<file path="config.mk">
export PLATFORM = sky130hd
export DESIGN_NAME = lps_ctrl
export DESIGN_NICKNAME = d
export VERILOG_FILES = /design/src/hw/rtl/lps_pkg.sv /design/src/hw/rtl/lps_ctrl.sv
export SDC_FILE = /design/constraint.sdc
export NUM_CORES = 1
export LEC_CHECK = 0
export BUFFER_PORTS_ARGS = -buffer_cell sky130_fd_sc_hd__buf_2
export CAP_MARGIN = 25
export CORE_AREA = 2 2 39 41
export DETAILED_ROUTE_END_ITERATION = 8
export DIE_AREA = 0 0 41 43
export PLACE_DENSITY_LB_ADDON = 0.05
export SLEW_MARGIN = 20
export SYNTH_ARGS = -nofsm -noshare
export SYNTH_HDL_FRONTEND = slang
export SYNTH_SLANG_ARGS = --single-unit
export TNS_END_PERCENT = 20
</file>
<file path="constraint.sdc">
create_clock -name clock -period 1.4 [get_ports clock]
set_input_delay 0.28 -clock clock [delete_from_list [all_inputs] [get_ports clock]]
set_output_delay 0.28 -clock clock [all_outputs]
set_load 0.01 [all_outputs]
</file>
<file path="src/hw/rtl/lps_pkg.sv">
package lps_pkg;

   // Sizes of the pattern store.
   localparam int STRIPS   = 4;
   localparam int BULBS    = 8;
   localparam int STEPS    = 8;
   localparam int PATTERNS = 16;

   // Field widths of the input and result words.
   localparam int CMD_W      = 2;
   localparam int TIME_W     = 32;
   localparam int MODE_W     = 8;
   localparam int PATTERN_W  = 4;
   localparam int STRIP_W    = 2;
   localparam int STEP_W     = 3;
   localparam int BULB_W     = 3;
   localparam int COLOR_W    = 24;
   localparam int DURATION_W = 16;
   localparam int COUNT_W    = 4;

   // Table depths and address widths.
   localparam int COUNT_DEPTH = PATTERNS * STRIPS;
   localparam int DUR_DEPTH   = COUNT_DEPTH * STEPS;
   localparam int COLOR_DEPTH = DUR_DEPTH * BULBS;
   localparam int COUNT_AW    = $clog2(COUNT_DEPTH);
   localparam int DUR_AW      = $clog2(DUR_DEPTH);
   localparam int COLOR_AW    = $clog2(COLOR_DEPTH);

   // Flight modes that select a pattern when armed, and the patterns they select.
   localparam logic [MODE_W-1:0]    MODE_A        = 8'd2;
   localparam logic [MODE_W-1:0]    MODE_B        = 8'd8;
   localparam logic [MODE_W-1:0]    MODE_C        = 8'd9;
   localparam logic [MODE_W-1:0]    MODE_D        = 8'd10;
   localparam logic [MODE_W-1:0]    MODE_E        = 8'd13;
   localparam logic [MODE_W-1:0]    MODE_F        = 8'd12;
   localparam logic [PATTERN_W-1:0] PAT_UNARMED   = 4'd2;
   localparam logic [PATTERN_W-1:0] PAT_MODE_A    = 4'd4;
   localparam logic [PATTERN_W-1:0] PAT_MODE_B    = 4'd7;
   localparam logic [PATTERN_W-1:0] PAT_MODE_C    = 4'd8;
   localparam logic [PATTERN_W-1:0] PAT_MODE_D    = 4'd9;
   localparam logic [PATTERN_W-1:0] PAT_MODE_E    = 4'd6;
   localparam logic [PATTERN_W-1:0] PAT_MODE_F    = 4'd5;
   localparam logic [PATTERN_W-1:0] PAT_DEFAULT   = 4'd0;

   typedef enum logic [CMD_W-1:0] {
      CMD_TICK     = 2'd0,
      CMD_COLOR    = 2'd1,
      CMD_DURATION = 2'd2,
      CMD_COUNT    = 2'd3
   } command_type;

   typedef enum logic [2:0] {
      ST_IDLE,
      ST_DECODE,
      ST_SCAN_RD,
      ST_SCAN_CHK,
      ST_STRIP,
      ST_DUR,
      ST_BULB
   } state_type;

   typedef struct packed {
      command_type             command;
      logic [TIME_W-1:0]       now_ms;
      logic                    armed;
      logic [MODE_W-1:0]       flight_mode;
      logic [PATTERN_W-1:0]    table_pattern;
      logic [STRIP_W-1:0]      table_strip;
      logic [STEP_W-1:0]       table_step;
      logic [BULB_W-1:0]       table_bulb;
      logic [COLOR_W-1:0]      table_color;
      logic [DURATION_W-1:0]   table_duration;
      logic [COUNT_W-1:0]      table_count;
   } req_word_type;

   typedef struct packed {
      logic [STRIP_W-1:0] strip_index;
      logic [BULB_W-1:0]  bulb_index;
      logic [COLOR_W-1:0] bulb_color;
      logic               last;
   } rsp_word_type;

   // Commands from the controller to the datapath.
   typedef struct packed {
      logic load;
      logic do_write;
      logic strip_clear;
      logic strip_next;
      logic scan_rd;
      logic scan_chk;
      logic strip_step;
      logic dur_load;
      logic issue;
   } ctrl_cmd_type;

   // Status from the datapath to the controller.
   typedef struct packed {
      logic is_tick;
      logic strip_last;
      logic strip_present;
      logic bulb_done;
   } dp_status_type;

endpackage

</file>
<file path="src/hw/rtl/lps_ctrl.sv">
module lps_ctrl import lps_pkg::*; (
   input  logic          clock,
   input  logic          reset,
   input  logic          req_valid,
   output logic          req_ready,
   input  dp_status_type status,
   output ctrl_cmd_type  cmd,
   output state_type     state
);

   state_type state_ff;
   state_type state_in;

   // Next state.
   always_comb begin
      state_in = state_ff;
      case (state_ff)
         ST_IDLE: begin
            if (req_valid) begin
               state_in = ST_DECODE;
            end
         end
         ST_DECODE: begin
            state_in = status.is_tick ? ST_SCAN_RD : ST_IDLE;
         end
         ST_SCAN_RD: begin
            state_in = ST_SCAN_CHK;
         end
         ST_SCAN_CHK: begin
            state_in = status.strip_last ? ST_STRIP : ST_SCAN_RD;
         end
         ST_STRIP: begin
            if (status.strip_present) begin
               state_in = ST_DUR;
            end else if (status.strip_last) begin
               state_in = ST_IDLE;
            end
         end
         ST_DUR: begin
            state_in = ST_BULB;
         end
         ST_BULB: begin
            if (status.bulb_done) begin
               state_in = status.strip_last ? ST_IDLE : ST_STRIP;
            end
         end
         default: begin
            state_in = ST_IDLE;
         end
      endcase
   end

   // Outputs: commands to the datapath. No word is taken while reset is held.
   always_comb begin
      cmd       = '0;
      req_ready = 1'b0;
      case (state_ff)
         ST_IDLE: begin
            req_ready = !reset;
            cmd.load  = req_valid && !reset;
         end
         ST_DECODE: begin
            cmd.do_write    = !status.is_tick;
            cmd.strip_clear = status.is_tick;
         end
         ST_SCAN_RD: begin
            cmd.scan_rd = 1'b1;
         end
         ST_SCAN_CHK: begin
            cmd.scan_chk    = 1'b1;
            cmd.strip_clear = status.strip_last;
            cmd.strip_next  = !status.strip_last;
         end
         ST_STRIP: begin
            cmd.strip_step = status.strip_present;
            cmd.strip_next = !status.strip_present && !status.strip_last;
         end
         ST_DUR: begin
            cmd.dur_load = 1'b1;
         end
         ST_BULB: begin
            cmd.issue      = 1'b1;
            cmd.strip_next = status.bulb_done && !status.strip_last;
         end
         default: begin
            cmd = '0;
         end
      endcase
   end

   always_ff @(posedge clock) begin
      if (reset) begin
         state_ff <= ST_IDLE;
      end else begin
         state_ff <= state_in;
      end
   end

   assign state = state_ff;

endmodule

</file>
=== Yosys cells after proc, flatten, opt, wreduce, memory -nomap -nowiden ===
Cells that the tools add are included.

* Register bits after elaboration: 3
* Bits of input ports: 7
* Word-level logic and storage cells: 37

* Eq/ne operators: 9
* Mux-type cells: 18
* Reductions and logical operators: 9

{| class="wikitable"
|+ Operator list
! cell !! count
|-
| 3-bit one-hot mux with 7 select lines || 1
|-
| 3-bit 2-to-1 mux || 6
|-
| 3-bit == test (second input constant) || 3
|-
| 1-bit 2-to-1 mux || 8
|-
| 3-bit by 2-bit == test with 1-bit output (second input constant) || 2
|-
| 1-bit zero test || 4
|-
| 2-bit != test (second input constant) || 2
|-
| 3-bit by 1-bit == test with 1-bit output (second input constant) || 1
|-
| 1-bit logical AND || 3
|-
| 3-bit zero test || 1
|-
| 3-bit != test (second input constant) || 1
|-
| 1-bit one-hot mux with 3 select lines || 1
|-
| 3-bit AND reduction || 1
|-
| 2-bit 2-to-1 mux || 1
|-
| 1-bit one-hot mux with 2 select lines || 1
|}

=== Longest topological paths before layout ===
Gate-level depths: netlist (run 1).

* Depth in word-level cells: 3
* Mapped depth: 4
* Depth with buffers taken out: 3

=== Least setup slack after synthesis (run 1) ===
No wires, ideal clock.

* Path type: register to output
* Start point: register state_ff[0], in the netlist state[0]
* End point: output port cmd[8] (netlist name)
* Cell stages (with the launch flop): 4
* Required time: 1.120 ns
* Data arrival time: 1.282 ns
* Slack: -0.162 ns
* Buffers on the path: 1
* Cells stage by stage: dfxtp_1 > clkbuf_1 > nor4_1 > and2_1

{| class="wikitable"
|+ RTL lines
! element !! line !! RTL
|-
| from (decl) || lps_ctrl.sv:11 || <nowiki>state_type state_ff;</nowiki>
|-
| from (signal assigned) || lps_ctrl.sv:95 || <nowiki>state_ff <= state_in;</nowiki>
|-
| to (decl) || lps_ctrl.sv:7 || <nowiki>output ctrl_cmd_type cmd,</nowiki>
|}

==> results_dict.tcl, run 1 <==
set metrics [dict create \
    rsz0062_at_grt "yes" \
    ys.warnings.count 0 \
    synth_flop_cell "dfxtp_1" \
    initial_utilization 0.210 \
    routed-wl-met2_um 457 \
    h-tree-depth 1 \
    synth_common_cells "4 x nand2b_1, 4 x nor2_1, 3 x a21oi_1, 3 x dfxtp_1" \
    cp-end-kind "output port" \
    grt_pass1_wl_mm 1.67 \
    vias 417 \
    met3_length_um 69 \
    wirelength_met1_um 449 \
    timing.final.hold_violations 0 \
    slowest_stage "or4b_4" \
    highest_layer "met4" \
    clock_skew_ns 0.00345 \
    dr.pass1.iters 4 \
    post_drt_wl_per_cell_um 11.1 \
    gp_congestion 0.664 \
    cp-start-kind "flop" \
    antenna_cells 0 \
    syn_nets 47 \
    antenna_found_initial 0 \
    critPathRequiredTime_ns 1.12 \
    clock_sinks 3 \
    ys_seq_elements 3 \
    slowest_delay_ns 0.52 \
    synth_edf_count 0 \
    cts_tree "yes" \
    hpwl_um 750 \
    synthTopCellsByArea "dfxtp_1 21%, nand2b_1 8.6%, a21oi_1 5.2%, nor2_1 5.2%, buf_6 3.9%" \
    crit_chain "or4b_4 -> a21oi_2 -> buf_2" \
    clk_pin_slew_worst_paths_ns 0.04 \
    clk_latency_ns 0.23 \
    grt_pass1_vias 395 \
    multi_input_area_sq_um 253 \
    ys_seq_area_frac 0.207 \
    ctsRootBufferMaster "clkbuf_4" \
    fin_crit_sh 1.14 \
    worst_slew_margin_rel 0.834 \
    ios 20 \
    nFillCells 146 \
    worst_slack_ns -0.200 \
    drtIter0Drc 6 \
    netlist_area_sq_um 290 \
    die_width_um 41 \
    async_flop_share 0 \
    vdd_drop_max_mv 0.604 \
    violations "negative setup slack" \
    leakagePower_nw 0.276 \
    clock.fmax_ghz 0.625 \
    cts_buffer_depth 2 \
    die_area_sq_um 1760 \
    numCtsBuffers 3 \
    maxSlewViolCount 0 \
    wl_um 991 \
    io_buffers 19 \
    grt_max_degree 9 \
    hold_buffers 0 \
    finalSetupViolations 8 \
    setup_tns_ns -0.570 \
    worst_hold_slack_ns 0.274 \
    worstPathMaxFanout 2 \
    synth_top_area_frac 0.207 \
    fin_crit_ns 1.60 \
    ys_types 27 \
    grt_overflow 0 \
    min_path_type "primary input to flop" \
    regArea_sq_um 63.8 \
    syn_to_final_growth_pct 100 \
    synth_area_leader_cell "dfxtp_1" \
    cp_data_arrival_time_ns 1.32 \
    drive_above_1_share 0.671 \
    tightest_slew_ns 0.246 \
    drv_cap 0 \
    synth_cells 40 \
    core_area_sq_um 1380 \
    power.density_nw_per_um2 1120 \
    dieHeight_um 43 \
    num_rows 14 \
    antenna_left 0 \
    nets 81 \
    drc 0 \
    grt_usage 0.136 \
    largest_register_ffs 3 \
    status "finished, violations left" \
    syn_area_per_cell_sq_um 7.26 \
    critPathKind "flop to output port" \
    via_per_inst 4.69 \
]
cell usage in the layout (no fill, tap or decap), types with 2 or more instances in the layout:
| cell | Yosys | routed |
|---|---|---|
| a21oi_1 | 3 | 2 |
| dfxtp_2 | 0 | 3 |
| nand2_1 | 2 | 2 |
| nor2_1 | 4 | 3 |
| nand2b_1 | 4 | 2 |
| buf_2 | 1 | 19 |
| buf_6 | 1 | 4 |
| clkbuf_4 | 0 | 3 |
| nand2b_4 | 0 | 2 |
| buf_4 | 0 | 9 |
| nor3_2 | 0 | 2 |
layout make-up:
class | count | share of cell area
Sequential cell | 3 | 0.110
Inverter | 2 | 0.0172
Timing Repair Buffer | 32 | 0.358
Tap cell | 16 | 0.0345
Multi-Input combinational cell | 32 | 0.435
Clock buffer | 4 | 0.0453
layer usage:
layer,track usage,vias up
met4,0.0800,0
met1,0.185,185
li1,-,215
met5,0,-
met2,0.194,15
met3,0.0209,2
critical path: cells and delay by family, from the launching register on:
kind	cells	cell delay [ns]
flip-flops	1	0.31
AND/OR/NAND/NOR	1	0.52
buffers and inverters	1	0.13
AO/OA/AOI/OAI	1	0.12
kinds of logic (layout without fill, tap and decap cells):
family | after synthesis | after routing | share of synthesized area
buffers and inverters | 5 | 38 | 0.0948
muxes | 1 | 1 | 0.0345
DFF | 3 | 3 | 0.207
and+or+nand+nor | 21 | 21 | 0.431
AOI/OAI and AO/OA | 10 | 10 | 0.233
where the power goes:
part | internal, mW | switching (mW)
Clock | 0.107 | 0.0434
Combinational | 0.204 | 0.175
Sequential | 0.104 | 0.0140
Total | 0.416 | 0.232
metrics by stage:
step	power, mW	instance area [sq um]	setup slack (ns)	std cells	utilization
5_1_grt	0.698	581	-0.257	89	0.420
6_report	0.648	581	-0.200	89	0.420
3_3_place_gp	0.435	482	-0.0393	84	0.348
4_1_cts	0.640	564	-0.220	89	0.408
3_5_place_dp	0.428	482	-0.0612	84	0.348
2_1_floorplan	0.278	298	-0.000508	40	-
final timing paths:
path / slack (ns) / depth (start not counted) / endpoint / from
max: -0.20 / 3 / cmd[5] / state[0]$_SDFFE_PP0P_
min: 0.27 / 2 / state[1]$_SDFFE_PP0P_ / reset
max reg2reg: -0.03 / 4 / state[0]$_SDFFE_PP0P_ / state[1]$_SDFFE_PP0P_
min reg2reg: 0.68 / 3 / state[0]$_SDFFE_PP0P_ / state[0]$_SDFFE_PP0P_
what timing repair did:
action	in CTS	in global routing
endpoints found under the hold margin	0	0
resized for setup	11	5
buffers inserted	1	0
endpoints found under the setup margin	10	12
pin swaps	4	1
Power figures use the tool's default switching activity.
==> run 2, diff against run 1 <==
--- a/config.mk
+++ b/config.mk
@@ -5,9 +5,11 @@
 export SDC_FILE = /design/constraint.sdc
 export NUM_CORES = 1
 export LEC_CHECK = 0
+export ABC_CLOCK_PERIOD_IN_PS = 1400
 export BUFFER_PORTS_ARGS = -buffer_cell sky130_fd_sc_hd__buf_2
 export CAP_MARGIN = 25
 export CORE_AREA = 2 2 39 41
+export CTS_BUF_LIST = sky130_fd_sc_hd__clkbuf_8
 export DETAILED_ROUTE_END_ITERATION = 8
 export DIE_AREA = 0 0 41 43
 export PLACE_DENSITY_LB_ADDON = 0.05
==> run 2 against run 1 <==
  * The run still ends with negative setup slack left
  * Final cell count shrank 1.1%
  * Die area is the same
  * Setup slack gained 0.016 ns
  * Core utilization grew 0.81 points
==> results_dict.tcl, run 2 (same netlist as run 1, synthesis figures left out) <==
set metrics [dict create \
    status "finished, violations left" \
    violations "negative setup slack" \
    setup_tns_ns -0.287 \
    cts_tree "yes" \
    tightest_slew_ns 0.237 \
    grt_usage 0.124 \
    gp_congestion 0.664 \
    grt_pass1_wl_mm 1.56 \
    core_area_sq_um 1380 \
    post_cts_buffers 0 \
    vdd_drop_max_mv 0.644 \
    grt_overflow 0 \
    cts_buffer_depth 2 \
    grt_pass1_vias 379 \
    drv_cap 0 \
    antenna_left 0 \
    die_width_um 41 \
    dpl_cell_area_sq_um 482 \
    nets 80 \
    dr.pass1.iters 3 \
    worst_hold_slack_ns 0.298 \
    clock.fmax_ghz 0.631 \
    reg2reg_to "state[0]$_SDFFE_PP0P_" \
    clock_skew_ns 0.00252 \
    vias 408 \
    power.density_nw_per_um2 1240 \
    final_common_cell "buf_2" \
    antenna_found_initial 0 \
    numCtsBuffers 3 \
    rr_startpoint "state[1]$_SDFFE_PP0P_" \
    worst_slack_ns -0.184 \
    layout_common_cells "19 x buf_2, 8 x buf_4, 4 x buf_6, 3 x clkbuf_8, 3 x dfxtp_2" \
    worst_slew_margin_rel 0.840 \
    cp_data_arrival_time_ns 1.30 \
    initial_utilization 0.210 \
    cp-end-kind "output port" \
    io_buffers 19 \
    clk_latency_ns 0.21 \
    fin_crit_sh 1.13 \
    hpwl_um 750 \
    hold_end "state[1]$_SDFFE_PP0P_" \
    hold_buffers 0 \
    finalSetupViolations 4 \
    wl_um 984 \
    min_path_type "primary input to flop" \
    drtIter0Drc 6 \
    worstPathMaxFanout 2 \
    place_worst_setup_slack_ns -0.0612 \
    via_per_inst 4.64 \
    instances_no_fill 88 \
    grt_max_degree 9 \
    dieHeight_um 43 \
    drive_above_1_share 0.681 \
    antenna_cells 0 \
    critPathKind "flop to output port" \
    maxSlewViolCount 0 \
    fin_crit_ns 1.58 \
    ff2ff_setup_slack_ns 0.01 \
    hold_path.startpoint "reset" \
    drc 0 \
    cp-start-kind "flop" \
    stdcell_area_sq_um 592 \
    leakagePower_nw 0.283 \
    nFillCells 150 \
    ios 20 \
    die_area_sq_um 1760 \
    clock_sinks 3 \
    timing.final.hold_violations 0 \
    ff2ff_path_depth 4 \
    clk_pin_slew_worst_paths_ns 0.03 \
    rsz0062_at_grt "yes" \
    critPathRequiredTime_ns 1.12 \
    num_rows 14 \
    largest_register_ffs 3 \
    worstHoldPathCells 2 \
    numPlacedInstances 84 \
    post_drt_wl_per_cell_um 11.2 \
    h-tree-depth 1 \
    ctsRootBufferMaster "clkbuf_8" \
    syn_to_final_growth_pct 104 \
]
[run 2: final cells by class]
cell class,count,area [sq um],share of cell area
Multi-Input combinational cell,32,255,0.431
Timing Repair Buffer,31,200,0.338
Sequential cell,3,63.8,0.108
Clock buffer,3,41.3,0.0698
Tap cell,16,20.0,0.0338
Inverter,2,7.51,0.0127
Clock inverter,1,3.75,0.00634
[run 2: how the worst max path moves through the flow]
stage	start	end	slack, ns	depth (start not counted)
global route	state[0]$_SDFFE_PP0P_	cmd[5]	-0.23	3
floorplan	state[0]$_SDFFE_PP0P_	cmd[8]	-0.0005	3
finish	state[0]$_SDFFE_PP0P_	cmd[5]	-0.18	3
global placement	state[1]$_SDFFE_PP0P_	state[0]$_SDFFE_PP0P_	-0.04	4
detailed placement	status[1]	cmd[5]	-0.06	4
CTS	state[0]$_SDFFE_PP0P_	cmd[5]	-0.20	3
[run 2: per-layer routing]
layer	share of wire	GRT usage	vias up
li1	-	-	212
met1	0.47	0.175	183
met2	0.46	0.175	13
met3	0.066	0.0209	0
met4	0	0.0600	0
met5	0	0	-
[run 2: power by group]
| group | internal [mW] | total (mW) | switching (mW) |
|---|---|---|---|
| clock | 0.186 | 0.240 | 0.0539 |
| sequential | 0.105 | 0.121 | 0.0163 |
| combinational | 0.199 | 0.370 | 0.171 |
[run 2: stage by stage]
| stage | power (mW) | util |
|---|---|---|
| after floorplan | 0.278 | - |
| after global placement | 0.435 | 0.348 |
| after detailed placement | 0.428 | 0.348 |
| after CTS | 0.715 | 0.409 |
| after global routing | 0.776 | 0.428 |
| final | 0.731 | 0.428 |
[run 2: what timing repair did]
action / CTS / global route
setup endpoints to repair: 8 / 12
pin swaps: 5 / 3
resized for setup: 9 / 7
[run 2: worst max-delay path, stage by stage, from the launching register on]
cell and delay, ns:
dfxtp_2 0.32, or4b_4 0.52, a21oi_2 0.12, buf_2 0.13
==> run 3, diff against run 2 <==
--- a/config.mk
+++ b/config.mk
@@ -5,11 +5,12 @@
 export SDC_FILE = /design/constraint.sdc
 export NUM_CORES = 1
 export LEC_CHECK = 0
+export ABC_AREA = 1
 export ABC_CLOCK_PERIOD_IN_PS = 1400
 export BUFFER_PORTS_ARGS = -buffer_cell sky130_fd_sc_hd__buf_2
 export CAP_MARGIN = 25
 export CORE_AREA = 2 2 39 41
-export CTS_BUF_LIST = sky130_fd_sc_hd__clkbuf_8
+export CTS_BUF_LIST = sky130_fd_sc_hd__clkbuf_16
 export DETAILED_ROUTE_END_ITERATION = 8
 export DIE_AREA = 0 0 41 43
 export PLACE_DENSITY_LB_ADDON = 0.05
==> run 3 against run 2 <==
  * The run still ends with negative setup slack left
  * Synthesized cell count up 38%
  * Die area unchanged
  * Maximum frequency increased by 10%
  * Via count is 6.9% higher
  * Clock skew decreased by 0.00064 ns
  * Area after synthesis is 1.3% higher
  * Setup slack improved by 0.15 ns
  * Sequential cell count did not move
  * Routed wire length increased by 4.4%
  * Clock power grew 85%
  * Final cell count increased by 15%
==> results_dict.tcl, run 3 <==
set metrics [dict create \
    place_worst_setup_slack_ns 0.0343 \
    syn_nets 62 \
    critPathKind "flop to output port" \
    synth_flop_cell "dfxtp_1" \
    worst_slew_margin_rel 0.901 \
    die_area_sq_um 1760 \
    cp-start-kind "flop" \
    synth_area_leader_cell "dfxtp_1" \
    netlist_area_sq_um 294 \
    antenna_found_initial 0 \
    timing.final.hold_violations 0 \
    min_path_type "primary input to flop" \
    drc 0 \
    initial_utilization 0.212 \
    cts_buffer_depth 2 \
    numCtsBuffers 3 \
    worst_hold_slack_ns 0.270 \
    nFillCells 158 \
    synth_top_area_frac 0.204 \
    power_mw 0.675 \
    power.density_nw_per_um2 1170 \
    clk_latency_ns 0.22 \
    cp-end-kind "output port" \
    fin_crit_sh 1.02 \
    h-tree-depth 1 \
    syn_to_final_growth_pct 95.7 \
    fin_crit_ns 1.43 \
    dieHeight_um 43 \
    cts_tree "yes" \
    rsz0062_at_grt "yes" \
    slowest_stage "dfxtp_4" \
    antenna_left 0 \
    clock.fmax_ghz 0.698 \
    grt_usage 0.143 \
    grt_pass1_vias 373 \
    crit_chain "inv_4 -> nor3_4 -> nand2_1 -> o21ai_1 -> buf_2" \
    nets 93 \
    grt_max_degree 7 \
    hold_buffers 0 \
    dpl_cell_area_sq_um 424 \
    grt_pass1_wl_mm 1.55 \
    layout_common_cells "18 x buf_2, 13 x nand2_1, 9 x inv_1, 8 x nor2_1, 8 x buf_4" \
    syn_area_per_cell_sq_um 5.35 \
    largest_register_ffs 3 \
    synth_cells 55 \
    clock_sinks 3 \
    path_delay_family "flip-flops" \
    vias 436 \
    tightest_slew_ns 0.148 \
    die_width_um 41 \
    synth_edf_count 0 \
    synth_common_cells "13 x nand2_1, 10 x inv_1, 9 x nor2_1" \
    violations "negative setup slack" \
    stdcell_area_sq_um 576 \
    maxSlewViolCount 0 \
    via_per_inst 4.32 \
    num_rows 14 \
    worst_slack_ns -0.0335 \
    ys.warnings.count 0 \
    wl_mm 1.03 \
    post-synth-top-count-cell "nand2_1" \
    leakagePower_nw 0.353 \
    io_buffers 19 \
    core_area_sq_um 1380 \
    ctsRootBufferMaster "clkbuf_16" \
    ios 20 \
    antenna_cells 0 \
    slowest_delay_ns 0.39 \
    drv_cap 0 \
    critPathRequiredTime_ns 1.12 \
    ys_seq_elements 3 \
    final_common_cell "buf_2" \
    hpwl_um 780 \
    ff2ff_setup_slack_ns 0.28 \
    dr.pass1.iters 2 \
    vdd_drop_max_mv 0.755 \
    finalSetupViolations 1 \
    worstPathMaxFanout 6 \
    clock_skew_ns 0.00188 \
    setup_tns_ns -0.0335 \
    worst-path-buf-inv 2 \
    gp_congestion 0.725 \
    cp_data_arrival_time_ns 1.15 \
    drtIter0Drc 1 \
    grt_overflow 0 \
    drive_above_1_share 0.506 \
    synthTopCellsByArea "dfxtp_1 20%, nand2_1 17%, inv_1 13%, nor2_1 11%, nand3_1 8.5%" \
    async_flop_share 0 \
    clk_pin_slew_worst_paths_ns 0.03 \
    ys_seq_area_frac 0.204 \
    ys_types 14 \
    post_drt_wl_per_cell_um 10.2 \
    status "finished, violations left" \
]
## run 3: cell count changes after synthesis, moves of 2 or more
cell,previous run,this run
nand2_1,2,13
inv_1,0,10
nor2_1,4,9
nand2b_1,4,0
nand3_1,1,5
nor2_2,0,2
## run 3: path summary, 6_finish.rpt
check | start | to | depth (start not counted)
max reg2reg | state[0]$_SDFFE_PP0P_ | state[2]$_SDFFE_PP0P_ | 7
min | reset | state[0]$_SDFFE_PP0P_ | 2
max | state[0]$_SDFFE_PP0P_ | cmd[5] | 5
min reg2reg | state[1]$_SDFFE_PP0P_ | state[1]$_SDFFE_PP0P_ | 2
## run 3: worst register-to-register path, stage by stage (launching register included)
cell,delay [ns]
dfxtp_4,0.39
buf_4,0.13
nand2_1,0.08
nor2_2,0.14
nor2_1,0.06
nand2_1,0.07
nand2_1,0.05
a21oi_1,0.13
## run 3: cells by family (layout without fill, tap and decap cells)
| logic type | count (synthesis) | in the layout | share of synthesized area |
|---|---|---|---|
| buffers and inverters | 12 | 42 | 0.153 |
| AOI/OAI and AO/OA | 4 | 4 | 0.0681 |
| DFF | 3 | 3 | 0.204 |
| and+or+nand+nor | 36 | 36 | 0.574 |
## run 3: report_power, final
| part | switching (mW) | internal (mW) | total (mW) |
|---|---|---|---|
| registers | 0.0143 | 0.0915 | 0.106 |
| logic | 0.0690 | 0.0557 | 0.125 |
| clock network | 0.0760 | 0.368 | 0.444 |
## run 3: final cells by class
| type | count | area [sq um] | area share |
|---|---|---|---|
| clock buffer | 3 | 75.1 | 0.130 |
| clock inverter | 1 | 3.75 | 0.00652 |
| inverter | 12 | 47.5 | 0.0826 |
| multi-input combinational | 40 | 208 | 0.361 |
| sequential | 3 | 71.3 | 0.124 |
| tap | 16 | 20.0 | 0.0348 |
| timing repair buffer | 26 | 150 | 0.261 |
## run 3: stage by stage
stage | utilization | cells
final | 0.416 | 101
after global routing | 0.416 | 101
after detailed placement | 0.307 | 92
after global placement | 0.307 | 92
after CTS | 0.395 | 100
after floorplan | - | 55
## run 3: what timing repair did
item                                    CTS  global route
pin swaps                                 1             2
setup buffers                             4             1
resized for setup                         9             6
endpoints found under the setup margin    7             8
endpoints found under the hold margin     0             0
## run 3: metal layers
| layer | up-vias | global-route usage | wire (um) |
|---|---|---|---|
| li1 | 233 | - | - |
| met1 | 181 | 0.157 | 405 |
| met2 | 17 | 0.191 | 506 |
| met3 | 5 | 0.0471 | 70 |
| met4 | 0 | 0.160 | 44 |
| met5 | - | 0 | 0 |
